## src/sv/scanline_scroll_engine_assert.svh

```systemverilog
// assertion helpers for the scanline scroll engine, sampled on clk, held off during reset
`ifndef SCANLINE_SCROLL_ENGINE_ASSERT_SVH
`define SCANLINE_SCROLL_ENGINE_ASSERT_SVH

// same-cycle implication
`define SSCE_ASSERT_NOW(lbl, ante, cons) \
	lbl: assert property (@(posedge clk) disable iff (!arst_n) (ante) |-> (cons)) \
		else $error("scanline_scroll_engine: check failed");

// next-cycle implication
`define SSCE_ASSERT_NEXT(lbl, ante, cons) \
	lbl: assert property (@(posedge clk) disable iff (!arst_n) (ante) |=> (cons)) \
		else $error("scanline_scroll_engine: check failed");

`endif

```

## src/sv/ssce_pkg.sv

```systemverilog
`default_nettype none
package ssce_pkg;

	localparam int VISIBLE_LINES = 152;
	localparam int MAX_CALLBACKS = 8;

	localparam int LINE_W     = 8;
	localparam int POS_W      = LINE_W + 1;
	localparam int VAL_W      = 8;
	localparam int SPEED_W    = 8;
	localparam int BASE_W     = 16;
	localparam int CMD_W      = 3;
	localparam int KIND_W     = 2;
	localparam int MODE_W     = 2;
	localparam int SLOT_W     = 3;
	localparam int CNT_W      = $clog2(MAX_CALLBACKS + 1);
	localparam int ADDR_W     = (VISIBLE_LINES > 1) ? $clog2(VISIBLE_LINES) : 1;
	localparam int FRAC_W     = 8;
	localparam int CFG_IDX_W  = 3;
	localparam int CFG_DATA_W = 16;
	localparam int S_DATA_W   = 24;
	localparam int S_USER_W   = CMD_W;
	localparam int M_DATA_W   = 24;
	localparam int M_USER_W   = KIND_W + 1;

	localparam logic [CMD_W-1:0] CMD_LINE  = 3'd0;
	localparam logic [CMD_W-1:0] CMD_X     = 3'd1;
	localparam logic [CMD_W-1:0] CMD_Y     = 3'd2;
	localparam logic [CMD_W-1:0] CMD_BAND  = 3'd3;
	localparam logic [CMD_W-1:0] CMD_ADD   = 3'd4;
	localparam logic [CMD_W-1:0] CMD_CLEAR = 3'd5;

	localparam logic [KIND_W-1:0] KIND_X   = 2'd0;
	localparam logic [KIND_W-1:0] KIND_Y   = 2'd1;
	localparam logic [KIND_W-1:0] KIND_CB  = 2'd2;
	localparam logic [KIND_W-1:0] KIND_REG = 2'd3;

	localparam logic [MODE_W-1:0] MODE_OFF   = 2'd0;
	localparam logic [MODE_W-1:0] MODE_TABLE = 2'd1;
	localparam logic [MODE_W-1:0] MODE_BAND  = 2'd2;

	localparam logic [CFG_IDX_W-1:0] REG_PLANE = 3'd0;
	localparam logic [CFG_IDX_W-1:0] REG_MODE  = 3'd1;
	localparam logic [CFG_IDX_W-1:0] REG_X_ON  = 3'd2;
	localparam logic [CFG_IDX_W-1:0] REG_Y_ON  = 3'd3;
	localparam logic [CFG_IDX_W-1:0] REG_BASE  = 3'd4;

	typedef struct packed {
		logic              load;
		logic              rd;
		logic              wr_x;
		logic              wr_y;
		logic              mul;
		logic              fill_pend;
		logic              fill_last;
		logic              fill_step;
		logic              set_pend;
		logic              clr_pend;
		logic              cb_pop;
		logic              cb_clear;
		logic              emit;
		logic [KIND_W-1:0] kind;
		logic              last;
	} ctl_t;

	typedef struct packed {
		logic [CMD_W-1:0]  cmd;
		logic              vis;
		logic [MODE_W-1:0] mode;
		logic              x_on;
		logic              y_on;
		logic              mask_any;
		logic              cb_more;
		logic              pend_valid;
		logic              band_last;
		logic              fill_busy;
		logic              out_free;
	} sts_t;

endpackage
`default_nettype wire

```

## src/sv/ssce_ram.sv

```systemverilog
`default_nettype none
module ssce_ram #(
	parameter int WIDTH = 8,
	parameter int DEPTH = 152
) (
	input  wire logic                                    clk,
	input  wire logic                                    we,
	input  wire logic [((DEPTH > 1) ? $clog2(DEPTH) : 1)-1:0] waddr,
	input  wire logic [WIDTH-1:0]                        wdata,
	input  wire logic                                    re,
	input  wire logic [((DEPTH > 1) ? $clog2(DEPTH) : 1)-1:0] raddr,
	output logic      [WIDTH-1:0]                        rdata
);

	logic [WIDTH-1:0] mem [DEPTH];

	always_ff @(posedge clk) begin
		if (we) begin
			mem[waddr] <= wdata;
		end
		if (re) begin
			rdata <= mem[raddr];
		end
	end

endmodule
`default_nettype wire

```

## src/sv/ssce_ctrl.sv

```systemverilog
`default_nettype none
module ssce_ctrl import ssce_pkg::*; (
	input  wire logic clk,
	input  wire logic arst_n,
	input  wire logic s_tvalid,
	output logic      s_tready,
	input  wire sts_t sts,
	output ctl_t      ctl
);

	localparam logic [3:0] ST_IDLE  = 4'd0;
	localparam logic [3:0] ST_DISP  = 4'd1;
	localparam logic [3:0] ST_LREAD = 4'd2;
	localparam logic [3:0] ST_LX    = 4'd3;
	localparam logic [3:0] ST_LY    = 4'd4;
	localparam logic [3:0] ST_LCB   = 4'd5;
	localparam logic [3:0] ST_REG   = 4'd6;
	localparam logic [3:0] ST_BAND1 = 4'd7;
	localparam logic [3:0] ST_FILLP = 4'd8;
	localparam logic [3:0] ST_BAND2 = 4'd9;
	localparam logic [3:0] ST_FILLL = 4'd10;

	logic [3:0] state_q;
	logic [3:0] state_nxt;
	logic       emit_x;
	logic       emit_y;

	assign emit_x   = (sts.mode == MODE_BAND) || ((sts.mode == MODE_TABLE) && sts.x_on);
	assign emit_y   = (sts.mode == MODE_TABLE) && sts.y_on;
	assign s_tready = (state_q == ST_IDLE);

	always_comb begin
		ctl       = '0;
		state_nxt = state_q;
		unique case (state_q)
			ST_IDLE: begin
				ctl.load = s_tvalid;
				if (s_tvalid) begin
					state_nxt = ST_DISP;
				end
			end
			ST_DISP: begin
				state_nxt = ST_IDLE;
				unique case (sts.cmd)
					CMD_LINE: begin
						if (sts.vis) begin
							ctl.rd    = 1'b1;
							state_nxt = ST_LREAD;
						end
					end
					CMD_X: ctl.wr_x = sts.vis;
					CMD_Y: ctl.wr_y = sts.vis;
					CMD_BAND: begin
						ctl.mul   = 1'b1;
						state_nxt = ST_BAND1;
					end
					CMD_ADD: state_nxt = ST_REG;
					CMD_CLEAR: ctl.cb_clear = 1'b1;
					default: ;
				endcase
			end
			ST_LREAD: begin
				priority if (emit_x) begin
					state_nxt = ST_LX;
				end else if (emit_y) begin
					state_nxt = ST_LY;
				end else if (sts.mask_any) begin
					state_nxt = ST_LCB;
				end else begin
					state_nxt = ST_IDLE;
				end
			end
			ST_LX: begin
				if (sts.out_free) begin
					ctl.emit = 1'b1;
					ctl.kind = KIND_X;
					ctl.last = !emit_y && !sts.mask_any;
					priority if (emit_y) begin
						state_nxt = ST_LY;
					end else if (sts.mask_any) begin
						state_nxt = ST_LCB;
					end else begin
						state_nxt = ST_IDLE;
					end
				end
			end
			ST_LY: begin
				if (sts.out_free) begin
					ctl.emit  = 1'b1;
					ctl.kind  = KIND_Y;
					ctl.last  = !sts.mask_any;
					state_nxt = sts.mask_any ? ST_LCB : ST_IDLE;
				end
			end
			ST_LCB: begin
				if (sts.out_free) begin
					ctl.emit   = 1'b1;
					ctl.kind   = KIND_CB;
					ctl.cb_pop = 1'b1;
					ctl.last   = !sts.cb_more;
					state_nxt  = sts.cb_more ? ST_LCB : ST_IDLE;
				end
			end
			ST_REG: begin
				if (sts.out_free) begin
					ctl.emit  = 1'b1;
					ctl.kind  = KIND_REG;
					ctl.last  = 1'b1;
					state_nxt = ST_IDLE;
				end
			end
			ST_BAND1: begin
				if (sts.pend_valid) begin
					ctl.fill_pend = 1'b1;
					state_nxt     = ST_FILLP;
				end else begin
					state_nxt = ST_BAND2;
				end
			end
			ST_FILLP: begin
				if (sts.fill_busy) begin
					ctl.fill_step = 1'b1;
				end else begin
					state_nxt = ST_BAND2;
				end
			end
			ST_BAND2: begin
				if (sts.band_last) begin
					ctl.fill_last = 1'b1;
					ctl.clr_pend  = 1'b1;
					state_nxt     = ST_FILLL;
				end else begin
					ctl.set_pend = 1'b1;
					state_nxt    = ST_IDLE;
				end
			end
			ST_FILLL: begin
				if (sts.fill_busy) begin
					ctl.fill_step = 1'b1;
				end else begin
					state_nxt = ST_IDLE;
				end
			end
			default: state_nxt = ST_IDLE;
		endcase
	end

	always_ff @(posedge clk or negedge arst_n) begin
		if (!arst_n) begin
			state_q <= ST_IDLE;
		end else begin
			state_q <= state_nxt;
		end
	end

endmodule
`default_nettype wire

```

## src/sv/ssce_dp.sv

```systemverilog
`default_nettype none
module ssce_dp import ssce_pkg::*; (
	input  wire logic                  clk,
	input  wire logic                  arst_n,
	input  wire logic                  cfg_valid,
	input  wire logic [CFG_IDX_W-1:0]  cfg_index,
	input  wire logic [CFG_DATA_W-1:0] cfg_data,
	input  wire logic [S_DATA_W-1:0]   s_tdata,
	input  wire logic                  s_tlast,
	input  wire logic [S_USER_W-1:0]   s_tuser,
	output logic                       m_tvalid,
	input  wire logic                  m_tready,
	output logic      [M_DATA_W-1:0]   m_tdata,
	output logic                       m_tlast,
	output logic      [M_USER_W-1:0]   m_tuser,
	input  wire ctl_t                  ctl,
	output sts_t                       sts
);

	localparam int PROD_W = BASE_W + SPEED_W;

	// input item
	logic [CMD_W-1:0]   cmd_q;
	logic [LINE_W-1:0]  line_q;
	logic [VAL_W-1:0]   entry_q;
	logic [SPEED_W-1:0] speed_q;
	logic               last_q;

	// configuration
	logic               plane_q;
	logic [MODE_W-1:0]  mode_q;
	logic               x_on_q;
	logic               y_on_q;
	logic [BASE_W-1:0]  base_q;

	logic [ADDR_W-1:0]  line_addr;
	logic               vis;
	logic [VAL_W-1:0]   x_rd;
	logic [VAL_W-1:0]   y_rd;
	logic [VAL_W-1:0]   band_rd;
	logic [VISIBLE_LINES-1:0] band_vld_q;
	logic               band_vld_s1;

	logic [PROD_W-1:0]  prod;
	logic [VAL_W-1:0]   sx_q;
	logic [LINE_W-1:0]  pend_top_q;
	logic [VAL_W-1:0]   pend_off_q;
	logic               pend_valid_q;

	logic [POS_W-1:0]   fill_cur_q;
	logic [POS_W-1:0]   fill_end_q;
	logic [VAL_W-1:0]   fill_val_q;
	logic [POS_W-1:0]   line_end;

	logic [LINE_W-1:0]        cb_line_q [MAX_CALLBACKS];
	logic [CNT_W-1:0]         cb_cnt_q;
	logic                     cb_full;
	logic [MAX_CALLBACKS-1:0] match;
	logic [MAX_CALLBACKS-1:0] mask_q;
	logic [MAX_CALLBACKS-1:0] mask_rest;
	logic [SLOT_W-1:0]        low_idx;

	logic               out_vld_q;
	logic [KIND_W-1:0]  out_kind_q;
	logic               out_plane_q;
	logic [VAL_W-1:0]   out_value_q;
	logic [LINE_W-1:0]  out_line_q;
	logic [SLOT_W-1:0]  out_slot_q;
	logic               out_full_q;
	logic               out_last_q;
	logic [VAL_W-1:0]   emit_value;
	logic [SLOT_W-1:0]  emit_slot;

	assign line_addr = line_q[ADDR_W-1:0];
	assign vis       = ({1'b0, line_q} < POS_W'(VISIBLE_LINES));

	always_ff @(posedge clk) begin
		if (ctl.load) begin
			cmd_q   <= s_tuser;
			line_q  <= s_tdata[0 +: LINE_W];
			entry_q <= s_tdata[LINE_W +: VAL_W];
			speed_q <= s_tdata[LINE_W + VAL_W +: SPEED_W];
			last_q  <= s_tlast;
		end
	end

	always_ff @(posedge clk or negedge arst_n) begin
		if (!arst_n) begin
			plane_q <= 1'b0;
			mode_q  <= MODE_OFF;
			x_on_q  <= 1'b0;
			y_on_q  <= 1'b0;
			base_q  <= '0;
		end else if (cfg_valid) begin
			unique case (cfg_index)
				REG_PLANE: plane_q <= cfg_data[0];
				REG_MODE:  mode_q  <= cfg_data[MODE_W-1:0];
				REG_X_ON:  x_on_q  <= cfg_data[0];
				REG_Y_ON:  y_on_q  <= cfg_data[0];
				REG_BASE:  base_q  <= cfg_data[BASE_W-1:0];
				default: ;
			endcase
		end
	end

	ssce_ram #(.WIDTH(VAL_W), .DEPTH(VISIBLE_LINES)) u_x_ram (
		.clk   (clk),
		.we    (ctl.wr_x),
		.waddr (line_addr),
		.wdata (entry_q),
		.re    (ctl.rd),
		.raddr (line_addr),
		.rdata (x_rd)
	);

	ssce_ram #(.WIDTH(VAL_W), .DEPTH(VISIBLE_LINES)) u_y_ram (
		.clk   (clk),
		.we    (ctl.wr_y),
		.waddr (line_addr),
		.wdata (entry_q),
		.re    (ctl.rd),
		.raddr (line_addr),
		.rdata (y_rd)
	);

	ssce_ram #(.WIDTH(VAL_W), .DEPTH(VISIBLE_LINES)) u_band_ram (
		.clk   (clk),
		.we    (ctl.fill_step),
		.waddr (fill_cur_q[ADDR_W-1:0]),
		.wdata (fill_val_q),
		.re    (ctl.rd),
		.raddr (line_addr),
		.rdata (band_rd)
	);

	// unwritten band entries read as zero
	always_ff @(posedge clk or negedge arst_n) begin
		if (!arst_n) begin
			band_vld_q <= '0;
		end else if (ctl.fill_step) begin
			band_vld_q[fill_cur_q[ADDR_W-1:0]] <= 1'b1;
		end
	end

	always_ff @(posedge clk) begin
		if (ctl.rd) begin
			band_vld_s1 <= band_vld_q[line_addr];
		end
	end

	assign prod = base_q * speed_q;

	always_ff @(posedge clk) begin
		if (ctl.mul) begin
			sx_q <= prod[FRAC_W +: VAL_W];
		end
		if (ctl.set_pend) begin
			pend_top_q <= line_q;
			pend_off_q <= sx_q;
		end
	end

	always_ff @(posedge clk or negedge arst_n) begin
		if (!arst_n) begin
			pend_valid_q <= 1'b0;
		end else if (ctl.set_pend) begin
			pend_valid_q <= 1'b1;
		end else if (ctl.clr_pend) begin
			pend_valid_q <= 1'b0;
		end
	end

	assign line_end = vis ? {1'b0, line_q} : POS_W'(VISIBLE_LINES);

	always_ff @(posedge clk) begin
		priority if (ctl.fill_pend) begin
			fill_cur_q <= {1'b0, pend_top_q};
			fill_end_q <= line_end;
			fill_val_q <= pend_off_q;
		end else if (ctl.fill_last) begin
			fill_cur_q <= {1'b0, line_q};
			fill_end_q <= POS_W'(VISIBLE_LINES);
			fill_val_q <= sx_q;
		end else if (ctl.fill_step) begin
			fill_cur_q <= fill_cur_q + 1'b1;
		end
	end

	// callback slots
	assign cb_full = (cb_cnt_q >= CNT_W'(MAX_CALLBACKS));

	always_comb begin
		for (int i = 0; i < MAX_CALLBACKS; i++) begin
			match[i] = (CNT_W'(i) < cb_cnt_q) && (cb_line_q[i] == line_q);
		end
	end

	always_comb begin
		low_idx = '0;
		for (int i = MAX_CALLBACKS - 1; i >= 0; i--) begin
			if (mask_q[i]) begin
				low_idx = SLOT_W'(i);
			end
		end
	end

	assign mask_rest = mask_q & (mask_q - 1'b1);

	always_ff @(posedge clk) begin
		if (ctl.emit && (ctl.kind == KIND_REG) && !cb_full) begin
			cb_line_q[cb_cnt_q[SLOT_W-1:0]] <= line_q;
		end
	end

	always_ff @(posedge clk or negedge arst_n) begin
		if (!arst_n) begin
			cb_cnt_q <= '0;
			mask_q   <= '0;
		end else begin
			if (ctl.cb_clear) begin
				cb_cnt_q <= '0;
			end else if (ctl.emit && (ctl.kind == KIND_REG) && !cb_full) begin
				cb_cnt_q <= cb_cnt_q + 1'b1;
			end
			if (ctl.rd) begin
				mask_q <= match;
			end else if (ctl.cb_pop) begin
				mask_q <= mask_rest;
			end
		end
	end

	// result register
	always_comb begin
		emit_value = '0;
		emit_slot  = '0;
		unique case (ctl.kind)
			KIND_X: begin
				if (mode_q == MODE_BAND) begin
					emit_value = band_vld_s1 ? band_rd : '0;
				end else begin
					emit_value = x_rd;
				end
			end
			KIND_Y:   emit_value = y_rd;
			KIND_CB:  emit_slot  = low_idx;
			KIND_REG: emit_slot  = cb_full ? '0 : cb_cnt_q[SLOT_W-1:0];
			default: ;
		endcase
	end

	always_ff @(posedge clk) begin
		if (ctl.emit) begin
			out_kind_q  <= ctl.kind;
			out_plane_q <= ((ctl.kind == KIND_X) || (ctl.kind == KIND_Y)) ? plane_q : 1'b0;
			out_value_q <= emit_value;
			out_line_q  <= line_q;
			out_slot_q  <= emit_slot;
			out_full_q  <= (ctl.kind == KIND_REG) && cb_full;
			out_last_q  <= ctl.last;
		end
	end

	always_ff @(posedge clk or negedge arst_n) begin
		if (!arst_n) begin
			out_vld_q <= 1'b0;
		end else if (ctl.emit) begin
			out_vld_q <= 1'b1;
		end else if (m_tready) begin
			out_vld_q <= 1'b0;
		end
	end

	assign m_tvalid = out_vld_q;
	assign m_tlast  = out_last_q;
	assign m_tuser  = {out_full_q, out_kind_q};
	assign m_tdata  = {{(M_DATA_W - 1 - VAL_W - LINE_W - SLOT_W){1'b0}},
		out_slot_q, out_line_q, out_value_q, out_plane_q};

	assign sts.cmd        = cmd_q;
	assign sts.vis        = vis;
	assign sts.mode       = mode_q;
	assign sts.x_on       = x_on_q;
	assign sts.y_on       = y_on_q;
	assign sts.mask_any   = |mask_q;
	assign sts.cb_more    = |mask_rest;
	assign sts.pend_valid = pend_valid_q;
	assign sts.band_last  = last_q;
	assign sts.fill_busy  = (fill_cur_q < fill_end_q);
	assign sts.out_free   = !out_vld_q || m_tready;

endmodule
`default_nettype wire

```

## src/sv/scanline_scroll_engine.sv

```systemverilog
// Scanline scroll engine.
// Input stream s_*: one command per transfer (table write, parallax band, callback
// registration, callback clear, or a line event from horizontal blank).
// Output stream m_*: scroll offset writes, callback events and registration answers;
// m_tlast marks the last result of an input transfer.
// Configuration: cfg_valid/cfg_index/cfg_data, always ready; the user must see that it is
// written only while the block idles, which the block itself does not enforce. A visible
// line event emits its results (up to 10) at one result per cycle while the output
// register is free. A band writes one band buffer line per cycle in each fill pass
// (at most 152 lines in all), as the band buffer has a single write port.
// Items are taken one at a time; s_tready is high while the controller idles, even
// when a result still waits in the output register.
// When m_tready is low the engine holds its next result and waits; no result is lost.
// Reset clears the configuration, the band buffer (read as zero), the callback list and
// the pending band; X and Y tables hold no defined contents until written.
`default_nettype none
`include "scanline_scroll_engine_assert.svh"
module scanline_scroll_engine import ssce_pkg::*; (
	input  wire logic                  clk,
	input  wire logic                  arst_n,
	input  wire logic                  cfg_valid,
	output logic                       cfg_ready,
	input  wire logic [CFG_IDX_W-1:0]  cfg_index,
	input  wire logic [CFG_DATA_W-1:0] cfg_data,
	input  wire logic                  s_tvalid,
	output logic                       s_tready,
	// line_number [7:0], entry_value [15:8], band_speed [23:16]
	input  wire logic [S_DATA_W-1:0]   s_tdata,
	input  wire logic                  s_tlast,
	// cmd [2:0]
	input  wire logic [S_USER_W-1:0]   s_tuser,
	output logic                       m_tvalid,
	input  wire logic                  m_tready,
	// which_plane [0], offset_value [8:1], event_line [16:9], slot_index [19:17], zero above
	output logic      [M_DATA_W-1:0]   m_tdata,
	output logic                       m_tlast,
	// event_kind [1:0], table_full [2]
	output logic      [M_USER_W-1:0]   m_tuser
);

	ctl_t ctl;
	sts_t sts;

	assign cfg_ready = 1'b1;

	ssce_ctrl u_ctrl (
		.clk      (clk),
		.arst_n   (arst_n),
		.s_tvalid (s_tvalid),
		.s_tready (s_tready),
		.sts      (sts),
		.ctl      (ctl)
	);

	ssce_dp u_dp (
		.clk       (clk),
		.arst_n    (arst_n),
		.cfg_valid (cfg_valid),
		.cfg_index (cfg_index),
		.cfg_data  (cfg_data),
		.s_tdata   (s_tdata),
		.s_tlast   (s_tlast),
		.s_tuser   (s_tuser),
		.m_tvalid  (m_tvalid),
		.m_tready  (m_tready),
		.m_tdata   (m_tdata),
		.m_tlast   (m_tlast),
		.m_tuser   (m_tuser),
		.ctl       (ctl),
		.sts       (sts)
	);

	`SSCE_ASSERT_NEXT(a_one_item, s_tvalid && s_tready, !s_tready)
	`SSCE_ASSERT_NOW(a_reg_last, m_tvalid && (m_tuser[KIND_W-1:0] == KIND_REG), m_tlast)
	`SSCE_ASSERT_NOW(a_full_kind, m_tvalid && m_tuser[KIND_W], m_tuser[KIND_W-1:0] == KIND_REG)
	`SSCE_ASSERT_NOW(a_fill_quiet, ctl.fill_step, !ctl.emit && !s_tready)

endmodule
`default_nettype wire
```

## config.mk

```make
export PLATFORM = sky130hd
export DESIGN_NAME = scanline_scroll_engine
export DESIGN_NICKNAME = d
export VERILOG_FILES = /design/src/sv/ssce_pkg.sv /design/src/sv/ssce_ram.sv /design/src/sv/ssce_ctrl.sv /design/src/sv/ssce_dp.sv /design/src/sv/scanline_scroll_engine.sv
export VERILOG_INCLUDE_DIRS = /design/src /design/src/sv
export SDC_FILE = /design/constraint.sdc
export NUM_CORES = 2
export LEC_CHECK = 0
export BUFFER_PORTS_ARGS = -buffer_cell sky130_fd_sc_hd__buf_4
export CAP_MARGIN = 25
export CORE_ASPECT_RATIO = 0.6
export CORE_MARGIN = 2
export CORE_UTILIZATION = 45
export CTS_CLUSTER_DIAMETER = 40
export DETAILED_ROUTE_END_ITERATION = 12
export SLEW_MARGIN = 20
export SYNTH_ARGS = -nofsm -noshare
export SYNTH_HDL_FRONTEND = slang
export SYNTH_SLANG_ARGS = --single-unit
```

## constraint.sdc

```tcl
create_clock -name clk -period 6.8 [get_ports clk]
set_clock_uncertainty 0.15 [all_clocks]
set_input_delay 1.02 -clock clk [delete_from_list [all_inputs] [get_ports clk]]
set_output_delay 1.02 -clock clk [all_outputs]
set_load 0.03 [all_outputs]
```

==> summary.md <==
| Metric | Value |
|---|---|
| Die area | 360,000 sq um |
| CP Class | flop to flop |
| Tmin final | 5432 ps |
| Io pins | 83 |
| Pin count of the biggest net entering global routing | 187 |
| Root Buffer | clkbuf_16 |
| Initial core utilization | 0.4523 |
| Starting DRT DRC Count | 11.86k |
| Num CTS Buffers | 400 |
| Achievable Freq | 184.1 MHz |
| Vias in the first global route | 78.57k |
| Final Hold Viols | 0 |
| Pwr dens | 350.1 nW/um^2 |
| Number of nets still failing antenna checks after routing | 0 |
| Type of origin of the critical path | flop |
| H-tree Lvls | 5 |
| Vias | 81.17k |
| Syn avg cell area | 20.74 sq um |
| Nets | 8,141 |
| Final Max Tran Viols | 24 |
| TritonRoute pass-1 iters | 6 |
| Max clock buf depth | 4 |
| Total power | 63.06 mW |
| Global Route Usage Sum | 0.2441 |
| Gr ovfl total | 0 |
| Max VDD drop | 330.2 uV |
| RSZ-0062 raised after global routing | false |
| Worst-path maximum fanout | 14 |
| DP Area | 166,700 sq um |
| Worst-path clk slew | 60 ps |
| Layout cells sized above 1 | 0.2533 |
| Area growth syn-to-layout | 12.71% |
| Max-cap viol count | 0 |
| Post-synth EDFFs | 3,837 |
| DR vias/cell | 6.224 |
| Post-route DRC | 0 |
| Fillers | 27.50k |
| Top FF cell, synth | edfxtp_1 |
| Total Routed Length | 444.4 mm |
| Register area share after synthesis | 0.7511 |
| Worst-Margin Slew | 1511 ps |
| Final setup violation count | 0 |
| Synth Cell Area | 159,800 sq um |
| WL per Instance | 34.08 um |
| Die height | 465.6 um |
| Die W | 773.3 um |
| WP data required | 7310 ps |
| Yosys reg bits | 4,029 |
| Cells after Synth | 7,706 |
| Post-synthesis cell type count | 79 |
| TNS Setup | 0 ps |
| P_leak | 57.12 nW |
| Final core occ | 0.5097 |
| HP Class | input port to flop |
| Worst Setup Slack, final | 1368 ps |
| Clock insertion delay at the later pin of the skew report | 970 ps |
| Failing checks | slew limit |
| TritonCTS Sinks | 4,029 |
| Period utilization | 0.7988 |
| Placer congestion estimate | 0.8813 |
| Detailed Place HPWL | 281.7 mm |
| Site Rows | 169 |
| Core area | 353,300 sq um |
| Crit path capture type | flop |
| CTS tree | yes |
| Rel. slew slack | -0.007490 |
| Post-CTS setup buffers | 0 |
| Yosys warns | 0 |
| Status | finished with violations |
| Port Buf Inserts | 77 |
| Final Instance Area | 180,100 sq um |
| Setup WS pre-CTS | 1435 ps |
| First-pass GRT wire length | 624.0 mm |
| Async set-reset flop share out of synthesis | 0.04741 |
| Initial antenna violation count | 25 |
| Worst Path Arrival | 5940 ps |
through the flow:
step | std cells | hold WS (ps)
floorplan | 7709 | 276.2
global placement | 12270 | 287.6
detailed placement | 12281 | 291.8
CTS | 13017 | 11.45
global route | 13032 | 44.21
finish | 13041 | 86.37
logic make-up (layout without fill, tap and decap cells):
kind of cell / Yosys count / after routing / synth area share
muxes: 1347 / 1347 / 0.1618
DFF: 4029 / 4029 / 0.7511
buffers and inverters: 537 / 1157 / 0.01660
other: 2 / 15 / 0.00004700
adders and majority gates: 95 / 95 / 0.01018
and+or+nand+nor: 1115 / 1115 / 0.03410
AOI/OAI and AO/OA: 488 / 488 / 0.02107
xor gates and xnor gates: 93 / 93 / 0.005097
final cells by class:
| class | instances | area [sq um] | area share |
|---|---|---|---|
| well taps | 4702 | 5883 | 0.03267 |
| clock inverters | 253 | 2609 | 0.01448 |
| repair buffers | 332 | 3197 | 0.01775 |
| clock buffers | 482 | 10600 | 0.05886 |
| inverters | 90 | 340.3 | 0.001890 |
| multi-input cells | 3143 | 37430 | 0.2078 |
| flip-flops and latches | 4029 | 120000 | 0.6664 |
| diodes | 10 | 25.02 | 0.0001389 |
critical path, cell delays in order, from the launching register on:
cell      delay [ps]
edfxtp_1         660
nand2_1          150
fa_1             540
fa_1             550
inv_1             50
fa_1             480
inv_1             60
fa_1             480
inv_1             40
ha_1             310
and3_1           180
a221o_1          400
o31ai_1          490
o21ai_0          280
a21oi_1          230
xnor2_1           80
power by group:
part | switching [mW] | internal, mW
Clock | 9.79 | 12.7
Combinational | 7.65 | 4.28
Sequential | 0.293 | 28.4
Total | 17.7 | 45.3
per-layer routing:
metal  up-vias  GRT usage  routed length, um
li1      32189          -                  -
met1     43545     0.3920             196600
met2      4874     0.3135             176700
met3       557    0.09370              62800
met4         4    0.04777               8262
met5         -   0.001306                 80
registers in the layout, summed over array words and instances, names as in the netlist, 8 cells and up:
name                   cells
u_dp.u_band_ram.mem     1216
u_dp.u_x_ram.mem        1216
u_dp.u_y_ram.mem        1216
u_dp.band_vld_q          152
u_dp.cb_line_q            64
u_dp.base_q               16
u_dp.fill_cur_q            9
u_dp.entry_q               8
u_dp.fill_end_q            8
u_dp.fill_val_q            8
u_dp.line_addr             8
u_dp.mask_q                8
u_dp.out_line_q            8
u_dp.out_value_q           8
u_dp.pend_off_q            8
u_dp.pend_top_q            8
u_dp.speed_q               8
u_dp.sx_q                  8
u_dp.u_band_ram.rdata      8
u_dp.u_x_ram.rdata         8
u_dp.u_y_ram.rdata         8
cells in the final DEF (no fill, tap or decap), drive strengths merged, types with 52 or more instances in the layout:
cell type and instances:
inv 137, xor2 52, nand3 69, o21bai 98, clkinv 137, a21oi 68, mux2i 318, or2 63
o22ai 78, mux4 985, buf 328, nand2 187, and2 74, edfxtp 3837, fa 59, nor2 470
dfrtp 191, clkbuf 485, nor3 106, a22oi 90
path summary, 6_finish.rpt:
| path | cells after the start | end | from | slack, ps |
|---|---|---|---|---|
| max | 15 | u_dp.sx_q[7] | u_dp.speed_q[2] | 1370 |
| min | 1 | u_dp.speed_q[0] | s_tdata[16] | 90 |
| max reg2reg | 15 | u_dp.sx_q[7] | u_dp.speed_q[2] | 1370 |
| min reg2reg | 0 | u_dp.pend_off_q[4] | u_dp.sx_q[4] | 270 |
| max in group asynchronous | 3 | u_ctrl.state_q[2] | arst_n | 4770 |
| min in group asynchronous | 2 | u_dp.band_vld_q[62] | arst_n | 520 |
synth_stat cells, drive strengths merged, types with 5 or more instances:
cell type,n,area (sq um)
edfxtp,3837,115200
mux4,985,22180
nor2,470,1764
mux2i,318,3183
buf,275,1669
dfrtp,191,4780
nand2,187,704.4
clkbuf,172,645.6
nor3,106,765.7
o21bai,98,739.5
a22oi,90,675.7
inv,90,337.8
o22ai,78,488.0
and2,74,462.9
nand3,69,375.4
a21oi,68,340.3
or2,63,394.1
fa,59,1181
xor2,52,455.4
o21ai,51,255.3
mux2,44,495.5
xnor2,41,359.1
ha,34,425.4
nand4,30,187.7
nand2b,24,150.1
nor2b,24,150.1
a211oi,19,142.6
nor4,17,106.4
o211ai,17,127.6
and3,15,93.84
a221oi,13,126.4
a22o,13,113.9
or3,9,56.30
or4,8,63.81
o2111ai,7,61.31
a21o,5,37.54
a31oi,5,31.28
nand3b,5,37.54
what timing repair did:
item / 4_1_cts / 5_1_grt
resized for setup: 0 / 0
endpoints found under the hold margin: 75 / 0
hold buffers: 1 / 0
Note: power is estimated with default switching activity, not from simulation.
